`src/rtl/tdds_pkg.sv`:
```
`default_nettype none

package tdds_pkg;

  // Default number of touch slots.
  localparam int MAX_TOUCHES_DEF = 16;

  // Request codes of an input item.
  localparam logic [1:0] REQ_SET    = 2'd0;
  localparam logic [1:0] REQ_REMOVE = 2'd1;
  localparam logic [1:0] REQ_CLEAR  = 2'd2;
  localparam logic [1:0] REQ_NONE   = 2'd3;

  // Configuration register indexes.
  localparam logic [2:0] CFG_AREA_WIDTH   = 3'd0;
  localparam logic [2:0] CFG_AREA_HEIGHT  = 3'd1;
  localparam logic [2:0] CFG_WIDTH_RATIO  = 3'd2;
  localparam logic [2:0] CFG_DEAD_ZONE    = 3'd3;
  localparam logic [2:0] CFG_UP_BUTTON    = 3'd4;
  localparam logic [2:0] CFG_DOWN_BUTTON  = 3'd5;
  localparam logic [2:0] CFG_LEFT_BUTTON  = 3'd6;
  localparam logic [2:0] CFG_RIGHT_BUTTON = 3'd7;

  localparam int CFG_IDX_W  = 3;
  localparam int CFG_DATA_W = 16;

  // Ratio limits and reset values.
  localparam logic [8:0] RATIO_MIN   = 9'd26;
  localparam logic [8:0] RATIO_MAX   = 9'd256;
  localparam logic [8:0] RATIO_RESET = 9'd85;
  localparam logic [6:0] UP_RESET    = 7'd12;
  localparam logic [6:0] DOWN_RESET  = 7'd13;
  localparam logic [6:0] LEFT_RESET  = 7'd14;
  localparam logic [6:0] RIGHT_RESET = 7'd15;

  // Squared sine of the arm half angle, scaled by 65536.
  localparam logic [17:0] SIN2_NUM = 18'd9597;

  // Shared multiplier operand and product widths.
  localparam int MUL_A_W = 35;
  localparam int MUL_B_W = 18;
  localparam int PROD_W  = 49;

  typedef struct packed {
    logic [1:0]  req_type;
    logic [3:0]  touch_id;
    logic [15:0] pos_x;
    logic [15:0] pos_y;
  } in_item_t;

  typedef struct packed {
    logic [6:0] button_index;
    logic       now_held;
    logic       last_event;
  } out_item_t;

endpackage

`default_nettype wire

```
`src/rtl/tdds_ram.sv`:
```
`default_nettype none

module tdds_ram #(
  parameter int WIDTH = 32,
  parameter int DEPTH = 16
) (
  input  wire logic                     clk,
  input  wire logic                     we,
  input  wire logic [$clog2(DEPTH)-1:0] waddr,
  input  wire logic [WIDTH-1:0]         wdata,
  input  wire logic [$clog2(DEPTH)-1:0] raddr,
  output logic      [WIDTH-1:0]         rdata
);

  logic [WIDTH-1:0] mem [DEPTH];

  // One write port, one registered read port.
  always_ff @(posedge clk) begin
    if (we) begin
      mem[waddr] <= wdata;
    end
    rdata <= mem[raddr];
  end

endmodule

`default_nettype wire

```
`src/rtl/touch_dpad_direction_socd_core.sv`:
```
`default_nettype none

// Touch d-pad direction decoder. Each item sets, removes or clears touches,
// after which the block rescans all touch slots through one shared multiplier
// and reports every direction that changed, up, down, left, right in that
// order, one event per cycle on out_strobe; the receiver cannot stall, so
// events must be taken as they appear. busy is high from the cycle after
// start until the events are out. The sequencer first sets the deadzone,
// then scans every slot: an empty slot is skipped, a touch is loaded and
// tested against the deadzone, and a touch outside it goes on through its
// squares, their sum and the sector bound, which takes three passes through
// the multiplier. Each event shows on out_strobe in the cycle after the
// sequencer issues it, so the last one appears in the first cycle with busy
// low. An item with the unused request code is taken without effect and
// leaves busy low.

module touch_dpad_direction_socd_core
  import tdds_pkg::*;
#(
  parameter int MAX_TOUCHES = MAX_TOUCHES_DEF
) (
  input  wire logic                  clk,
  input  wire logic                  rst_n,
  input  wire logic                  start,
  output logic                       busy,
  input  wire in_item_t              in_item,
  output logic                       out_strobe,
  output out_item_t                  out_item,
  input  wire logic                  cfg_we,
  input  wire logic [CFG_IDX_W-1:0]  cfg_index,
  input  wire logic [CFG_DATA_W-1:0] cfg_wdata
);

  localparam int SLOT_AW = $clog2(MAX_TOUCHES);
  localparam int CNT_W   = $clog2(MAX_TOUCHES + 1);

  // Sequencer states.
  localparam logic [3:0] ST_IDLE   = 4'd0;
  localparam logic [3:0] ST_DZ_MUL = 4'd1;
  localparam logic [3:0] ST_DZ_MAX = 4'd2;
  localparam logic [3:0] ST_SCAN   = 4'd3;
  localparam logic [3:0] ST_LOAD   = 4'd4;
  localparam logic [3:0] ST_SQX    = 4'd5;
  localparam logic [3:0] ST_SQY    = 4'd6;
  localparam logic [3:0] ST_SUM    = 4'd7;
  localparam logic [3:0] ST_RHS    = 4'd8;
  localparam logic [3:0] ST_CMP    = 4'd9;
  localparam logic [3:0] ST_FIN    = 4'd10;
  localparam logic [3:0] ST_EMIT   = 4'd11;

  // Direction bits.
  localparam int VOTE_UP    = 0;
  localparam int VOTE_DOWN  = 1;
  localparam int VOTE_LEFT  = 2;
  localparam int VOTE_RIGHT = 3;

  // Configuration registers.
  logic [15:0] width_r, height_r, dead_zone_r;
  logic [8:0]  ratio_r;
  logic [6:0]  up_r, down_r, left_r, right_r;

  // Control state.
  logic [3:0]             state_r, state_nxt;
  logic [MAX_TOUCHES-1:0] valid_r, valid_nxt;
  logic [CNT_W-1:0]       idx_r, idx_nxt;
  logic [3:0]             votes_r, votes_nxt;
  logic [3:0]             dir_r, dir_nxt;
  logic [3:0]             changed_r, changed_nxt;
  logic                   out_strobe_r, out_strobe_nxt;

  // Datapath registers.
  logic [PROD_W-1:0] prod_r;
  logic [24:0]       dz_r, dz_nxt;
  logic [16:0]       dxa_r, dya_r, dxa_nxt, dya_nxt;
  logic              dxn_r, dyn_r, dxn_nxt, dyn_nxt;
  logic [33:0]       dx2_r, dy2_r, dx2_nxt, dy2_nxt;
  logic [34:0]       len2_r, len2_nxt;
  out_item_t         out_item_r, out_item_nxt;

  // Slot table and shared multiplier.
  logic               ram_we;
  logic [SLOT_AW-1:0] ram_waddr, ram_raddr;
  logic [31:0]        ram_rdata;
  logic [MUL_A_W-1:0] mul_a;
  logic [MUL_B_W-1:0] mul_b;
  logic [15:0]        minside;
  logic               accept, id_ok;

  assign accept    = start && (state_r == ST_IDLE);
  assign id_ok     = int'(in_item.touch_id) < MAX_TOUCHES;
  assign ram_we    = accept && (in_item.req_type == REQ_SET) && id_ok;
  assign ram_waddr = SLOT_AW'(in_item.touch_id);
  assign ram_raddr = idx_r[SLOT_AW-1:0];
  assign minside   = (width_r < height_r) ? width_r : height_r;

  tdds_ram #(
    .WIDTH (32),
    .DEPTH (MAX_TOUCHES)
  ) u_slots (
    .clk   (clk),
    .we    (ram_we),
    .waddr (ram_waddr),
    .wdata ({in_item.pos_x, in_item.pos_y}),
    .raddr (ram_raddr),
    .rdata (ram_rdata)
  );

  // Operand selection for the shared multiplier.
  always_comb begin
    mul_a = '0;
    mul_b = '0;
    case (state_r)
      ST_DZ_MUL: begin
        mul_a = MUL_A_W'(minside);
        mul_b = MUL_B_W'(ratio_r);
      end
      ST_SQX: begin
        mul_a = MUL_A_W'(dxa_r);
        mul_b = MUL_B_W'(dxa_r);
      end
      ST_SQY: begin
        mul_a = MUL_A_W'(dya_r);
        mul_b = MUL_B_W'(dya_r);
      end
      ST_RHS: begin
        mul_a = len2_r;
        mul_b = SIN2_NUM;
      end
      default: begin
        mul_a = '0;
        mul_b = '0;
      end
    endcase
  end

  // Sequencer and datapath next state.
  always_comb begin
    logic [17:0] dx_full, dy_full;
    logic [17:0] dx_abs, dy_abs;
    logic [24:0] dz_a;
    logic [24:0] dz_b;
    logic        outside;
    logic [49:0] rhs, lhs_x, lhs_y;
    logic [3:0]  votes_fin;
    logic [6:0]  btn [4];
    logic [1:0]  sel;

    state_nxt      = state_r;
    valid_nxt      = valid_r;
    idx_nxt        = idx_r;
    votes_nxt      = votes_r;
    dir_nxt        = dir_r;
    changed_nxt    = changed_r;
    out_strobe_nxt = 1'b0;
    out_item_nxt   = out_item_r;
    dz_nxt         = dz_r;
    dxa_nxt        = dxa_r;
    dya_nxt        = dya_r;
    dxn_nxt        = dxn_r;
    dyn_nxt        = dyn_r;
    dx2_nxt        = dx2_r;
    dy2_nxt        = dy2_r;
    len2_nxt       = len2_r;

    // Offsets from the center in doubled units.
    dx_full = {1'b0, ram_rdata[31:16], 1'b0} - {2'b00, width_r};
    dy_full = {1'b0, ram_rdata[15:0], 1'b0} - {2'b00, height_r};
    dx_abs  = dx_full[17] ? (18'd0 - dx_full) : dx_full;
    dy_abs  = dy_full[17] ? (18'd0 - dy_full) : dy_full;

    dz_a    = {dead_zone_r, 9'd0};
    dz_b    = prod_r[24:0];
    outside = ({dxa_r, 8'd0} > dz_r) || ({dya_r, 8'd0} > dz_r);

    rhs   = {1'b0, prod_r};
    lhs_x = {dx2_r, 16'd0};
    lhs_y = {dy2_r, 16'd0};

    // Opposing votes cancel.
    votes_fin = votes_r;
    if (votes_r[VOTE_UP] && votes_r[VOTE_DOWN]) begin
      votes_fin[VOTE_UP]   = 1'b0;
      votes_fin[VOTE_DOWN] = 1'b0;
    end
    if (votes_r[VOTE_LEFT] && votes_r[VOTE_RIGHT]) begin
      votes_fin[VOTE_LEFT]  = 1'b0;
      votes_fin[VOTE_RIGHT] = 1'b0;
    end

    btn[VOTE_UP]    = up_r;
    btn[VOTE_DOWN]  = down_r;
    btn[VOTE_LEFT]  = left_r;
    btn[VOTE_RIGHT] = right_r;
    sel = '0;
    for (int d = 3; d >= 0; d--) begin
      if (changed_r[d]) begin
        sel = 2'(d);
      end
    end

    case (state_r)
      ST_IDLE: begin
        if (accept) begin
          idx_nxt   = '0;
          votes_nxt = '0;
          case (in_item.req_type)
            REQ_SET: begin
              if (id_ok) begin
                valid_nxt[SLOT_AW'(in_item.touch_id)] = 1'b1;
              end
              state_nxt = ST_DZ_MUL;
            end
            REQ_REMOVE: begin
              if (id_ok) begin
                valid_nxt[SLOT_AW'(in_item.touch_id)] = 1'b0;
              end
              state_nxt = ST_DZ_MUL;
            end
            REQ_CLEAR: begin
              valid_nxt = '0;
              state_nxt = ST_DZ_MUL;
            end
            default: begin
              state_nxt = ST_IDLE;
            end
          endcase
        end
      end
      ST_DZ_MUL: begin
        state_nxt = ST_DZ_MAX;
      end
      ST_DZ_MAX: begin
        dz_nxt    = (dz_a > dz_b) ? dz_a : dz_b;
        state_nxt = ST_SCAN;
      end
      // Walk the slots; empty ones are skipped without a load.
      ST_SCAN: begin
        if (int'(idx_r) == MAX_TOUCHES) begin
          state_nxt = ST_FIN;
        end else if (valid_r[idx_r[SLOT_AW-1:0]]) begin
          state_nxt = ST_LOAD;
        end else begin
          idx_nxt = idx_r + CNT_W'(1);
        end
      end
      ST_LOAD: begin
        dxa_nxt   = dx_abs[16:0];
        dya_nxt   = dy_abs[16:0];
        dxn_nxt   = dx_full[17];
        dyn_nxt   = dy_full[17];
        state_nxt = ST_SQX;
      end
      ST_SQX: begin
        if (outside) begin
          state_nxt = ST_SQY;
        end else begin
          idx_nxt   = idx_r + CNT_W'(1);
          state_nxt = ST_SCAN;
        end
      end
      ST_SQY: begin
        dx2_nxt   = prod_r[33:0];
        state_nxt = ST_SUM;
      end
      ST_SUM: begin
        dy2_nxt   = prod_r[33:0];
        len2_nxt  = {1'b0, dx2_r} + {1'b0, prod_r[33:0]};
        state_nxt = ST_RHS;
      end
      ST_RHS: begin
        state_nxt = ST_CMP;
      end
      // Angle test against the arm sector on each axis.
      ST_CMP: begin
        if (lhs_y > rhs) begin
          if (dyn_r) begin
            votes_nxt[VOTE_UP] = 1'b1;
          end else begin
            votes_nxt[VOTE_DOWN] = 1'b1;
          end
        end
        if (lhs_x > rhs) begin
          if (dxn_r) begin
            votes_nxt[VOTE_LEFT] = 1'b1;
          end else begin
            votes_nxt[VOTE_RIGHT] = 1'b1;
          end
        end
        idx_nxt   = idx_r + CNT_W'(1);
        state_nxt = ST_SCAN;
      end
      ST_FIN: begin
        changed_nxt = votes_fin ^ dir_r;
        dir_nxt     = votes_fin;
        state_nxt   = ST_EMIT;
      end
      // One event per cycle, lowest changed direction first.
      ST_EMIT: begin
        if (changed_r == 4'd0) begin
          state_nxt = ST_IDLE;
        end else begin
          changed_nxt[sel]          = 1'b0;
          out_strobe_nxt            = 1'b1;
          out_item_nxt.button_index = btn[sel];
          out_item_nxt.now_held     = dir_r[sel];
          out_item_nxt.last_event   = (changed_nxt == 4'd0);
          if (changed_nxt == 4'd0) begin
            state_nxt = ST_IDLE;
          end
        end
      end
      default: begin
        state_nxt = ST_IDLE;
      end
    endcase
  end

  // Control registers.
  always_ff @(posedge clk) begin
    if (!rst_n) begin
      state_r      <= ST_IDLE;
      valid_r      <= '0;
      idx_r        <= '0;
      votes_r      <= '0;
      dir_r        <= '0;
      changed_r    <= '0;
      out_strobe_r <= 1'b0;
    end else begin
      state_r      <= state_nxt;
      valid_r      <= valid_nxt;
      idx_r        <= idx_nxt;
      votes_r      <= votes_nxt;
      dir_r        <= dir_nxt;
      changed_r    <= changed_nxt;
      out_strobe_r <= out_strobe_nxt;
    end
  end

  // Datapath registers.
  always_ff @(posedge clk) begin
    prod_r     <= PROD_W'(mul_a) * PROD_W'(mul_b);
    dz_r       <= dz_nxt;
    dxa_r      <= dxa_nxt;
    dya_r      <= dya_nxt;
    dxn_r      <= dxn_nxt;
    dyn_r      <= dyn_nxt;
    dx2_r      <= dx2_nxt;
    dy2_r      <= dy2_nxt;
    len2_r     <= len2_nxt;
    out_item_r <= out_item_nxt;
  end

  // Configuration registers; the ratio saturates on write.
  always_ff @(posedge clk) begin
    if (!rst_n) begin
      width_r     <= '0;
      height_r    <= '0;
      ratio_r     <= RATIO_RESET;
      dead_zone_r <= '0;
      up_r        <= UP_RESET;
      down_r      <= DOWN_RESET;
      left_r      <= LEFT_RESET;
      right_r     <= RIGHT_RESET;
    end else if (cfg_we) begin
      case (cfg_index)
        CFG_AREA_WIDTH:  width_r     <= cfg_wdata;
        CFG_AREA_HEIGHT: height_r    <= cfg_wdata;
        CFG_WIDTH_RATIO: begin
          if (cfg_wdata[8:0] < RATIO_MIN) begin
            ratio_r <= RATIO_MIN;
          end else if (cfg_wdata[8:0] > RATIO_MAX) begin
            ratio_r <= RATIO_MAX;
          end else begin
            ratio_r <= cfg_wdata[8:0];
          end
        end
        CFG_DEAD_ZONE:    dead_zone_r <= cfg_wdata;
        CFG_UP_BUTTON:    up_r        <= cfg_wdata[6:0];
        CFG_DOWN_BUTTON:  down_r      <= cfg_wdata[6:0];
        CFG_LEFT_BUTTON:  left_r      <= cfg_wdata[6:0];
        CFG_RIGHT_BUTTON: right_r     <= cfg_wdata[6:0];
        default: begin
        end
      endcase
    end
  end

  assign busy       = (state_r != ST_IDLE);
  assign out_strobe = out_strobe_r;
  assign out_item   = out_item_r;

endmodule

`default_nettype wire

```
`config.mk`:
```
export PLATFORM = sky130hd
export DESIGN_NAME = touch_dpad_direction_socd_core
export DESIGN_NICKNAME = d
export VERILOG_FILES = /design/src/rtl/tdds_pkg.sv /design/src/rtl/tdds_ram.sv /design/src/rtl/touch_dpad_direction_socd_core.sv
export SDC_FILE = /design/constraint.sdc
export NUM_CORES = 2
export LEC_CHECK = 0
export BUFFER_PORTS_ARGS = -buffer_cell sky130_fd_sc_hd__buf_4
export CORE_ASPECT_RATIO = 0.5
export CORE_MARGIN = 10
export CORE_UTILIZATION = 60
export CTS_CLUSTER_SIZE = 10
export DETAILED_ROUTE_END_ITERATION = 12
export PLACE_DENSITY = 0.85
export SETUP_SLACK_MARGIN = 0.02
export SLEW_MARGIN = 30
export SYNTH_ARGS = -nofsm -noshare
export SYNTH_HDL_FRONTEND = slang
export SYNTH_SLANG_ARGS = --single-unit
```
`constraint.sdc`:
```
create_clock -name clk -period 16.55 [get_ports clk]
set_clock_uncertainty 0.2 [all_clocks]
set_input_delay 3.31 -clock clk [delete_from_list [all_inputs] [get_ports clk]]
set_output_delay 3.31 -clock clk [all_outputs]
set_load 0.03 [all_outputs]
```
==> parameters.txt <==
Parameter                              Value

Run status
  Status    completed

Finish
  Most common cell after layout, fill and taps aside    sky130_fd_sc_hd__inv_1
  Final-stage net count    5,890
  Count of non-filler cells in the finished layout    6,381
  Layout Utilization    0.6616
  Count of filler cells inserted in the layout    6,716
  Fraction of layout instances using a drive strength above 1    0.09556
  Layout-stage area growth over the synthesis result    9.604%
  Final instance area    62,920 µm²
  Commonest non-fill, non-tap cells in the layout    sky130_fd_sc_hd__inv_1, sky130_fd_sc_hd__edfxtp_1, sky130_fd_sc_hd__nand2_1, sky130_fd_sc_hd__fa_1, sky130_fd_sc_hd__ha_1

Drt
  Via density per instance    6.195
  Via count    39,533
  Iteration-0 DRC Markers    4,799
  Number of nets with antenna violations after routing    0
  Final WL    between 150,000 and 200,000 µm
  Routed WL per cell    25.23 µm
  DRC violations left    0
  Detailed-routing iteration count for the pre-antenna-repair pass    6

Clock network
  Clock root buffer    sky130_fd_sc_hd__clkbuf_16
  CTS buffer count    99
  Number of buffers inserted for hold repair after clock tree synthesis    0
  Cts repair resizes    0
  Clk sinks    roughly 890
  Setup Fix Bufs, Post-CTS    0
  TritonCTS clock tree    done
  Clock latency of the later-clocked register in the worst-skew pair    0.71 ns
  Maximum number of buffers from clock root to sink    3
  Clock transition at the registers of the reported paths    0.06 ns
  CTS H-Tree Depth    3

GRT
  Maximum number of pins on one net before global-route repair    92
  Overflow left after global routing    0
  Busiest metal layer after global routing    met2
  Wire length of the first global-routing pass    245,700 µm
  Overall fraction of global-route tracks in use    0.2944
  Vias in the first global route    40,426
  Met3 track demand over resource    0.05950
  GR met1 Demand/Resource    0.3863
  Met2 capacity usage during global routing    0.4772
  Initial antenna violation count    5

Floorplan
  Vert. Die Dim    238.7 µm
  Number of top-level pins    72
  Core area    95,090 µm²
  Initial core utilization    0.6037
  DIE AREA    109,200 µm²
  Chip width    457.4 µm
  Standard-cell rows    80

Critical path
  CP startpoint kind    flip-flop
  Most numerous cell on the critical path    sky130_fd_sc_hd__fa_1
  Largest stage delay, worst path    0.70 ns
  CP required    between 15 and 20 ns
  Critical path fanouts, max    20
  Type of the worst setup path    reg -> reg
  Worst endpoint data arrival time    roughly 10 ns
  Cell with the largest stage delay on the worst path    sky130_fd_sc_hd__nand3_1
  Crit. End Element    flip-flop

Job
  Number of max-cap violations    0

Synthesis
  Post-Synth Adder-Cell Area    0.2406
  Average instance area after synthesis    between 10 and 15 µm²
  Post-synth ARST share    0
  Cell types occupying the most area after synthesis    sky130_fd_sc_hd__edfxtp_1, sky130_fd_sc_hd__fa_1, sky130_fd_sc_hd__dfxtp_1
  Synthesis Warnings    0
  Dominant cell type by area after synthesis    sky130_fd_sc_hd__edfxtp_1
  Share of synthesized area spent on multiplexers    0.07021
  Fraction of the mapped netlist area in compound gates    0.08814
  Yosys cell types    95
  Fraction of the mapped netlist area in simple logic gates    0.08782
  Prevailing post-synth register cell    sky130_fd_sc_hd__edfxtp_1
  Synthesized flop and latch total    roughly 900
  Synthesized netlist cell count    4,853
  Xor and xnor fraction of the mapped netlist area    0.01983
  Sequential area share after synthesis    0.4295
  Area share of the largest cell type after synthesis    0.3583
  Cell area after technology mapping    57,400 µm²
  Number of synthesized flops with an enable pin    685
  Largest family of logic cells by synthesized area    adder cells

STA
  Final Max Tran Viols    0
  Headroom to the max-slew limit    0.2908
  Final TNS setup    0 ns
  Portion of the clock cycle consumed by the worst path in the final layout    0.6011
  Unrepaired setup endpoints after global routing    no
  Final Hold Vio Count    0
  Transition time at the pin with the least slew margin    1.064 ns
  Hold WS    roughly 0.27 ns
  FMAX    100.5 MHz
  Clock period minus worst slack    9.948 ns
  Endpoints failing setup    0

Power and ir drop
  Peak supply drop    0.1390 mV
  Lkg Pwr    ~25 nW
  Power density over the cells    roughly 110 nW/µm²

Worst hold path
  Kind of path behind the tightest hold check    reg -> reg

Placed design
  Final weighted congestion in routability-driven placement    between 1 and 1.5
  Count of placed standard cells including taps    6,191
  Placed wire-length estimate    112,900 µm
  Placed inst area    59,910 µm²
  Number of buffer cells added on primary ports    71
## cells in the mapped netlist (all sizes together) (46+ instances only)
| library cell | count |
|---|---|
| nand2 | 508 |
| nor2 | 225 |
| nor2b | 46 |
| edfxtp | 685 |
| inv | 772 |
| a21o | 112 |
| fa | 495 |
| ha | 311 |
| a21oi | 165 |
| o21ai | 135 |
| nand3 | 62 |
| a21boi | 73 |
| xnor2 | 82 |
| clkbuf | 159 |
| mux4 | 165 |
| dfxtp | 204 |
| xor2 | 48 |
## per-layer routing
layer	wire [µm]	share of wire
met5	27	0.00017
met2	75210	0.47
met4	8123	0.050
met3	17030	0.11
met1	60610	0.38
## registers in the layout (all words and copies together) (netlist names), 16 cells and up
register	cells
dead_zone_r	16
dx2_r	34
dxa_r	17
dy2_r	34
dya_r	17
dz_r	25
height_r	16
len2_r	35
prod_r	49
u_slots.mem	512
u_slots.rdata	32
valid_r	16
width_r	16
## through the flow
| step | worst slack [ns] | power (mW) |
|---|---|---|
| floorplan | 7.189 | 4.066 |
| CTS | 6.561 | 6.688 |
| finish | 6.602 | 6.710 |
| global placement | 6.885 | 4.578 |
| detailed placement | 6.644 | 4.641 |
| global route | 6.194 | 7.026 |
## worst paths after layout
path                      to         from  slack, ns  depth (start not counted)
setup / recovery  prod_r[46]  height_r[1]       6.60                         30
hold / removal     left_r[4]    left_r[4]       0.27                          2
setup reg to reg  prod_r[46]  height_r[1]       6.60                         30
hold reg to reg    left_r[4]    left_r[4]       0.27                          2
## where the power goes
| group | total, mW | leakage [nW] | internal, mW | switching [mW] |
|---|---|---|---|---|
| clock network | 2.05 | 1.38 | 1.14 | 0.906 |
| logic | 2.07 | 16.2 | 0.835 | 1.23 |
| registers | 2.59 | 7.85 | 2.50 | 0.0906 |
## worst max-delay path: cells and delay by family, from the launching register on
| family | cells | cell delay (ns) |
|---|---|---|
| flip-flops | 1 | 0.41 |
| AND/OR/NAND/NOR | 4 | 1.92 |
| XOR/XNOR | 1 | 0.15 |
| buffers and inverters | 5 | 0.43 |
| adder cells (fa/ha/maj) | 8 | 3.81 |
| AO/OA/AOI/OAI | 12 | 2.89 |
## cell type report
class / instances / area [µm²] / share of cell area
Timing Repair Buffer: 127 / 1008 / 0.01603
Antenna cell: 3 / 7.507 / 0.0001193
Inverter: 773 / 2904 / 0.04616
Clock inverter: 5 / 108.9 / 0.001730
Clock buffer: 180 / 2811 / 0.04469
Sequential cell: 889 / 24660 / 0.3920
Tap cell: 1271 / 1590 / 0.02528
Multi-Input combinational cell: 3133 / 29820 / 0.4740
## cell families (layout without fill, tap and decap cells)
family | after synthesis | after routing
AND/OR/NAND/NOR | 1109 | 1109
buffers and inverters | 967 | 1085
flip-flops | 889 | 889
adder cells (fa/ha/maj) | 807 | 807
AO/OA/AOI/OAI | 755 | 755
multiplexers | 194 | 194
XOR/XNOR | 130 | 130
other | 2 | 141
No activity file was read; power rests on OpenSTA's default activity.
